[src/hw/rtl/tpp_pkg.sv]
`timescale 1ns / 1ps
`default_nettype none
// ----------------------------------------------------------------------------
// tpp_pkg
// shared constants for the twisted pipe point evaluator: angle and output
// formats, sine polynomial coefficients and unit latencies
// ----------------------------------------------------------------------------
package tpp_pkg;

    localparam int ANGLE_BITS = 16;
    localparam int FRAC_BITS  = 13;

    // q30 unity
    localparam logic [30:0] ONE_Q30 = 31'h4000_0000;

    // odd taylor terms of sin(pi/2 * t), q30
    localparam logic [30:0] COEF_A9 = 31'd172272;
    localparam logic [30:0] HORNER_COEF [4] = '{
        31'd5026995,
        31'd85569306,
        31'd693598669,
        31'd1686629713
    };

    localparam int SIN_LAT = 6;
    localparam int QUO_BITS = 32;
    localparam int DIV_LAT  = QUO_BITS + 1;

endpackage : tpp_pkg
`default_nettype wire

[src/hw/rtl/tpp_div.sv]
`timescale 1ns / 1ps
`default_nettype none
// ----------------------------------------------------------------------------
// tpp_div
// pipelined rounded q60 / q30 divider, one quotient bit per stage
// ----------------------------------------------------------------------------
module tpp_div
    import tpp_pkg::*;
(
    input  logic                clk,
    input  logic                en,
    input  logic [61:0]         num,
    input  logic [30:0]         den,
    output logic [QUO_BITS-1:0] quo
);

    logic [62:0]         n_sum;
    logic [30:0]         rem_reg [0:QUO_BITS-1];
    logic [31:0]         low_reg [0:QUO_BITS-1];
    logic [30:0]         den_reg [0:QUO_BITS-1];
    logic [QUO_BITS-1:0] quo_reg [0:QUO_BITS];

    // round to nearest by adding half the divisor
    assign n_sum = {1'b0, num} + 63'(den >> 1);

    always_ff @(posedge clk)
    begin
        if (en)
        begin
            rem_reg[0] <= n_sum[62:32];
            low_reg[0] <= n_sum[31:0];
            den_reg[0] <= den;
            quo_reg[0] <= '0;
        end
    end

    for (genvar i = 0; i < QUO_BITS; i++)
    begin : g_step
        logic [31:0] r2;
        logic [31:0] diff;
        logic        ge;
        assign r2   = {rem_reg[i], low_reg[i][31]};
        assign ge   = (r2 >= {1'b0, den_reg[i]});
        assign diff = r2 - {1'b0, den_reg[i]};
        always_ff @(posedge clk)
        begin
            if (en)
            begin
                quo_reg[i+1] <= {quo_reg[i][QUO_BITS-2:0], ge};
            end
        end
        if (i < QUO_BITS - 1)
        begin : g_carry
            always_ff @(posedge clk)
            begin
                if (en)
                begin
                    rem_reg[i+1] <= ge ? diff[30:0] : r2[30:0];
                    low_reg[i+1] <= {low_reg[i][30:0], 1'b0};
                    den_reg[i+1] <= den_reg[i];
                end
            end
        end
    end

    assign quo = quo_reg[QUO_BITS];

endmodule : tpp_div
`default_nettype wire

[config.mk]
export PLATFORM = sky130hd
export DESIGN_NAME = tpp_div
export DESIGN_NICKNAME = d
export VERILOG_FILES = /design/src/hw/rtl/tpp_pkg.sv /design/src/hw/rtl/tpp_div.sv
export SDC_FILE = /design/constraint.sdc
export NUM_CORES = 2
export LEC_CHECK = 0
export BUFFER_PORTS_ARGS = -buffer_cell sky130_fd_sc_hd__clkbuf_2
export CAP_MARGIN = 10
export CORE_MARGIN = 2
export CORE_UTILIZATION = 30
export DETAILED_ROUTE_END_ITERATION = 8
export PLACE_DENSITY = 0.48
export RECOVER_POWER = 25
export SYNTH_ARGS = -nofsm -noshare
export SYNTH_HDL_FRONTEND = slang
export SYNTH_SLANG_ARGS = --single-unit
[constraint.sdc]
create_clock -name clk -period 4.25 [get_ports clk]
set_input_delay 0.425 -clock clk [delete_from_list [all_inputs] [get_ports clk]]
set_output_delay 0.425 -clock clk [all_outputs]
set_load 0.02 [all_outputs]
Yosys cells after proc, flatten, opt, wreduce, memory -nomap -nowiden:

Memories as Yosys holds them, arrays and structs flattened.
Cells that the tools add are included.

* register bits after elaboration: 0
* RAM bits: 4064
* bits of input ports: 95
* output and inout port bits: 32
* logic and storage cells: 101
* memories: 4

Memory list
* quo_reg: depth 33, bits a word 32, rd ports 33, clocked after Yosys merged registers in 0, wr ports 33, RTL line tpp_div.sv:21 `logic [QUO_BITS-1:0] quo_reg [0:QUO_BITS];`
* low_reg: depth 32, bits a word 32, rd ports 32, clocked after Yosys merged registers in 0, wr ports 32, RTL line tpp_div.sv:19 `logic [31:0] low_reg [0:QUO_BITS-1];`
* den_reg: depth 32, bits a word 31, rd ports 32, clocked after Yosys merged registers in 0, wr ports 32, RTL line tpp_div.sv:20 `logic [30:0] den_reg [0:QUO_BITS-1];`
* rem_reg: depth 32, bits a word 31, rd ports 32, clocked after Yosys merged registers in 0, wr ports 32, RTL line tpp_div.sv:18 `logic [30:0] rem_reg [0:QUO_BITS-1];`

* add/subtract/negate cells: 32
* order comparisons: 32
* multiplexer cells: 33

Operators with widths (count)
* 32-bit by 31-bit >= comparator with 1-bit output: 32
* 31-bit 2-to-1 mux: 31
* 31-bit subtractor: 31
* 62-bit by 30-bit adder with 63-bit output: 1
* 1-bit 2-to-1 mux: 2

Logic depth before layout (Yosys ltp):

* depth after elaboration: 2
* gate-level depth with buffers: 16
* mapped depth without buffers: 14

Worst setup path after synthesis:

No wires, ideal clock.

* path type: input-to-reg
* from: input port num[0]
* to: memory rem_reg[0][26] (data pin)
* setup time: 0.266 ns
* arrival: 3.335 ns
* slack: 0.649 ns
* cell stages on the path: 14
* path through: ha_1 fa_1 a211oi_1 o21bai_1 a41o_1 a211oi_2 o31ai_1 a221o_1 a21o_1 a311o_1 buf_2 nand2_1 nor3_1 xor2_1

RTL lines
* start, declared: RTL line tpp_div.sv:12 `input logic [61:0] num,`
* end, declared: RTL line tpp_div.sv:18

==> flow_metrics.py <==
metrics = {
    "finish": {
        "final_util_pct": 34.5,
        "regArea_um2": 91300,
        "fill_cells": 50600,
        "multi_input_area_um2": 57600,
        "syn_to_final_growth_pct": 14.6,
        "drive_gt1_share_pct": 8.97,
        "num-nets-final": 14400,
    },
    "logic_synthesis": {
        "syn_inst": 12700,
        "synth_area_leaders": "edfxtp_1 (59%), ha_1 (8.3%), a21oi_1 (3.6%)",
        "muxShareOfSynthArea_pct": 2.30,
        "synth_most_common_cell": "edfxtp_1",
        "synth_ff_type": "edfxtp_1",
        "synth.avg_cell_area_um2": 12.2,
        "synth_edf_count": 3040,
        "ys_seq_area_share_pct": 59.2,
        "synth_seq_cells": 3040,
        "synth-xor-area-share_pct": 5.02,
        "synth.largest_area_cell": "edfxtp_1",
        "netlist_top_cells_count": "edfxtp_1 (3,040), inv_1 (1,239), a21oi_1 (1,114)",
        "synth_top_area_share_pct": 59.2,
        "ys_warn_count": 0,
        "async_reset_ff_share_pct": 0,
        "synth_simple_gate_area_share_pct": 7.76,
        "synth_top_family_by_area": "compound AO/OA/AOI/OAI gates",
        "synth.distinct_cells": 94,
        "synth_compound_area_share_pct": 13.4,
        "synthAdderAreaFrac_pct": 8.70,
        "synth_nets": 13800,
        "syn-cell-area_um2": 154000,
    },
    "global_route": {
        "grt_max_degree": 176,
        "antenna_found_initial": 11,
        "gr-total-overflow": 0,
        "track_usage_pct": 13.7,
        "grt_pass1_wl_um": 559000,
        "grt_pass1_vias": 93300,
    },
    "routing": {
        "drcViolationCount": 0,
        "dr.pass1.iters": 6,
        "drt-initial-drc-count": 6774,
        "via_per_inst": 4.72,
        "vias": 95500,
        "wl_um": 367000,
        "antenna_left": 1,
        "wl_per_cell_um": 18.1,
    },
    "outcome": {
        "status": "finished with violations",
        "violations": "antenna violations, max-capacitance violations, max-slew violations",
    },
    "sta": {
        "skew_ps": 78.0,
        "slew_headroom_pct": -81.9,
        "worst_pin_slew_ps": 2730,
        "rsz0062_at_grt": "false",
        "fmax_ghz": 0.245,
        "finalSetupViolations": 0,
        "tns_ps": 0,
        "min_period_over_period_pct": 96.2,
        "hold_viol": 0,
        "slew_violations": 10,
        "fin_crit_ps": 4090,
    },
    "power": {
        "netSwitchingPower_w": 0.0479,
        "p_leak_nw": 69.6,
        "seq_power_share_pct": 36.1,
        "power.density_nw_per_um2": 749,
        "p_clk_share_pct": 22.2,
        "intPower_w": 0.0844,
        "ir_worst_vdd_mv": 0.351,
        "switching_share_pct": 36.2,
        "pwr-share-comb_pct": 41.7,
    },
    "setup_path": {
        "cp-start-kind": "flip-flop",
        "critPathKind": "flip-flop to flip-flop",
        "cp-end-kind": "flip-flop",
        "crit_fanout": 22,
        "arrival_ps": 4770,
        "required_ps": 4930,
    },
    "floorplan": {
        "floorplan.die.width_um": 721,
        "die_h_um": 721,
        "core-area_um2": 513000,
        "die-area_um2": 520000,
        "initial_core_util_pct": 30.1,
        "io_pins": 127,
        "num_rows": 263,
    },
    "clocking": {
        "clock_sinks": 3040,
        "cts_root_buf": "clkbuf_16",
        "clk_pin_slew_worst_paths_ps": 60,
        "clk_path_buf_depth": 4,
        "cts-buffers-inserted": 337,
        "postCtsSetupRepairBufs": 0,
        "htreeDepth": 5,
        "clk_latency_ps": 970,
        "cts_tree": "done",
    },
    "placed_design": {
        "dp_hpwl_um": 274000,
        "io_buffers": 126,
        "gp_congestion": 0.838,
    },
    "job": {
        "cap_violations": 1,
    },
    "min_path": {
        "hold_path_class": "primary input to flip-flop",
    },
}
## cells in the final DEF, fill, tap and decap left out, types with 123 or more instances in the layout
master / netlist / layout
clkbuf_16: 0 / 345
nand3_1: 180 / 180
edfxtp_1: 3040 / 3040
o21ai_0: 786 / 784
nor2_1: 748 / 748
nand2b_1: 125 / 125
xor2_1: 371 / 371
ha_1: 1022 / 1022
a21oi_1: 1114 / 1108
o21bai_1: 124 / 123
buf_4: 6 / 157
a21o_1: 523 / 523
xnor2_1: 513 / 513
nand2_1: 828 / 825
nor2b_1: 140 / 138
mux2_2: 294 / 294
nand4_1: 155 / 155
inv_1: 1239 / 1239
## path summary, 6_finish.rpt
check                                start                       end  depth (start not counted)  slack [ps]
setup / recovery   den_reg[1][0]$_DFFE_PP_  rem_reg[9][23]$_DFFE_PP_                         14         160
hold / removal                      num[3]   low_reg[0][3]$_DFFE_PP_                          3         140
setup reg to reg   den_reg[1][0]$_DFFE_PP_  rem_reg[9][23]$_DFFE_PP_                         14         160
hold reg to reg   quo_reg[1][45]$_DFFE_PP_  quo_reg[1][78]$_DFFE_PP_                          0         390
## logic make-up after synthesis
group / Yosys count
flops: 3040
mux: 318
compound gates: 3327
buf+inv: 1499
xor+xnor: 884
fa+ha+maj: 1054
simple gates: 2570
## what timing repair did
item | in CTS | in global routing
resized for setup | 1 | 13
setup endpoints to repair | 2 | 57
pin swaps | 0 | 4
hold buffers | 98 | 0
hold endpoints to repair | 78 | 0
gates cloned | 0 | 1
## worst max-delay path, cell delays in order (launching register included)
cell and delay, ps:
edfxtp_1 500, ha_1 270, fa_1 420, nor2b_1 140
o21a_1 140, o21ai_0 110, a21oi_1 280, o21ai_0 260
o21a_1 270, o21ai_0 330, a31o_2 250, o31ai_4 110
buf_8 180, buf_4 200, o21ai_0 380
## routing by layer
metal  vias up  track usage (%)  part of all wire, %
met1     45700             17.9                   45
met5         -                0               0.0035
met4         2             3.96                  2.9
li1      47800                -                    -
met2      1499             23.6                   49
met3       522             1.77                  3.8
## stage by stage
step	setup WS, ps	cells	area (µm²)	power (W)	hold slack [ps]
final	160	20200	177000	0.132	136
after global routing	14.2	20200	177000	0.142	67.7
after CTS	47.9	20200	177000	0.134	26.9
after detailed placement	1.09	19500	165000	0.104	405
after global placement	123	19500	165000	0.104	400
after floorplan	649	12700	154000	0.0869	400
## power by group through the flow
stage / registers, W / logic, W / clock network, W
2_1_floorplan: 0.0456 / 0.0413 / 0
3_3_place_gp: 0.0489 / 0.0549 / 0
3_5_place_dp: 0.0487 / 0.0550 / 0
4_1_cts: 0.0482 / 0.0554 / 0.0304
5_1_grt: 0.0486 / 0.0621 / 0.0314
6_report: 0.0478 / 0.0552 / 0.0293
## cell type report
cell class,count,share of cell area [%]
Antenna cell,13,0.0184
Multi-Input combinational cell,8154,32.6
Timing Repair Buffer,431,2.12
Clock buffer,405,5.01
Inverter,1239,2.63
Tap cell,6757,4.78
Clock inverter,204,1.22
Sequential cell,3040,51.6
Power figures use the tool's default switching activity.
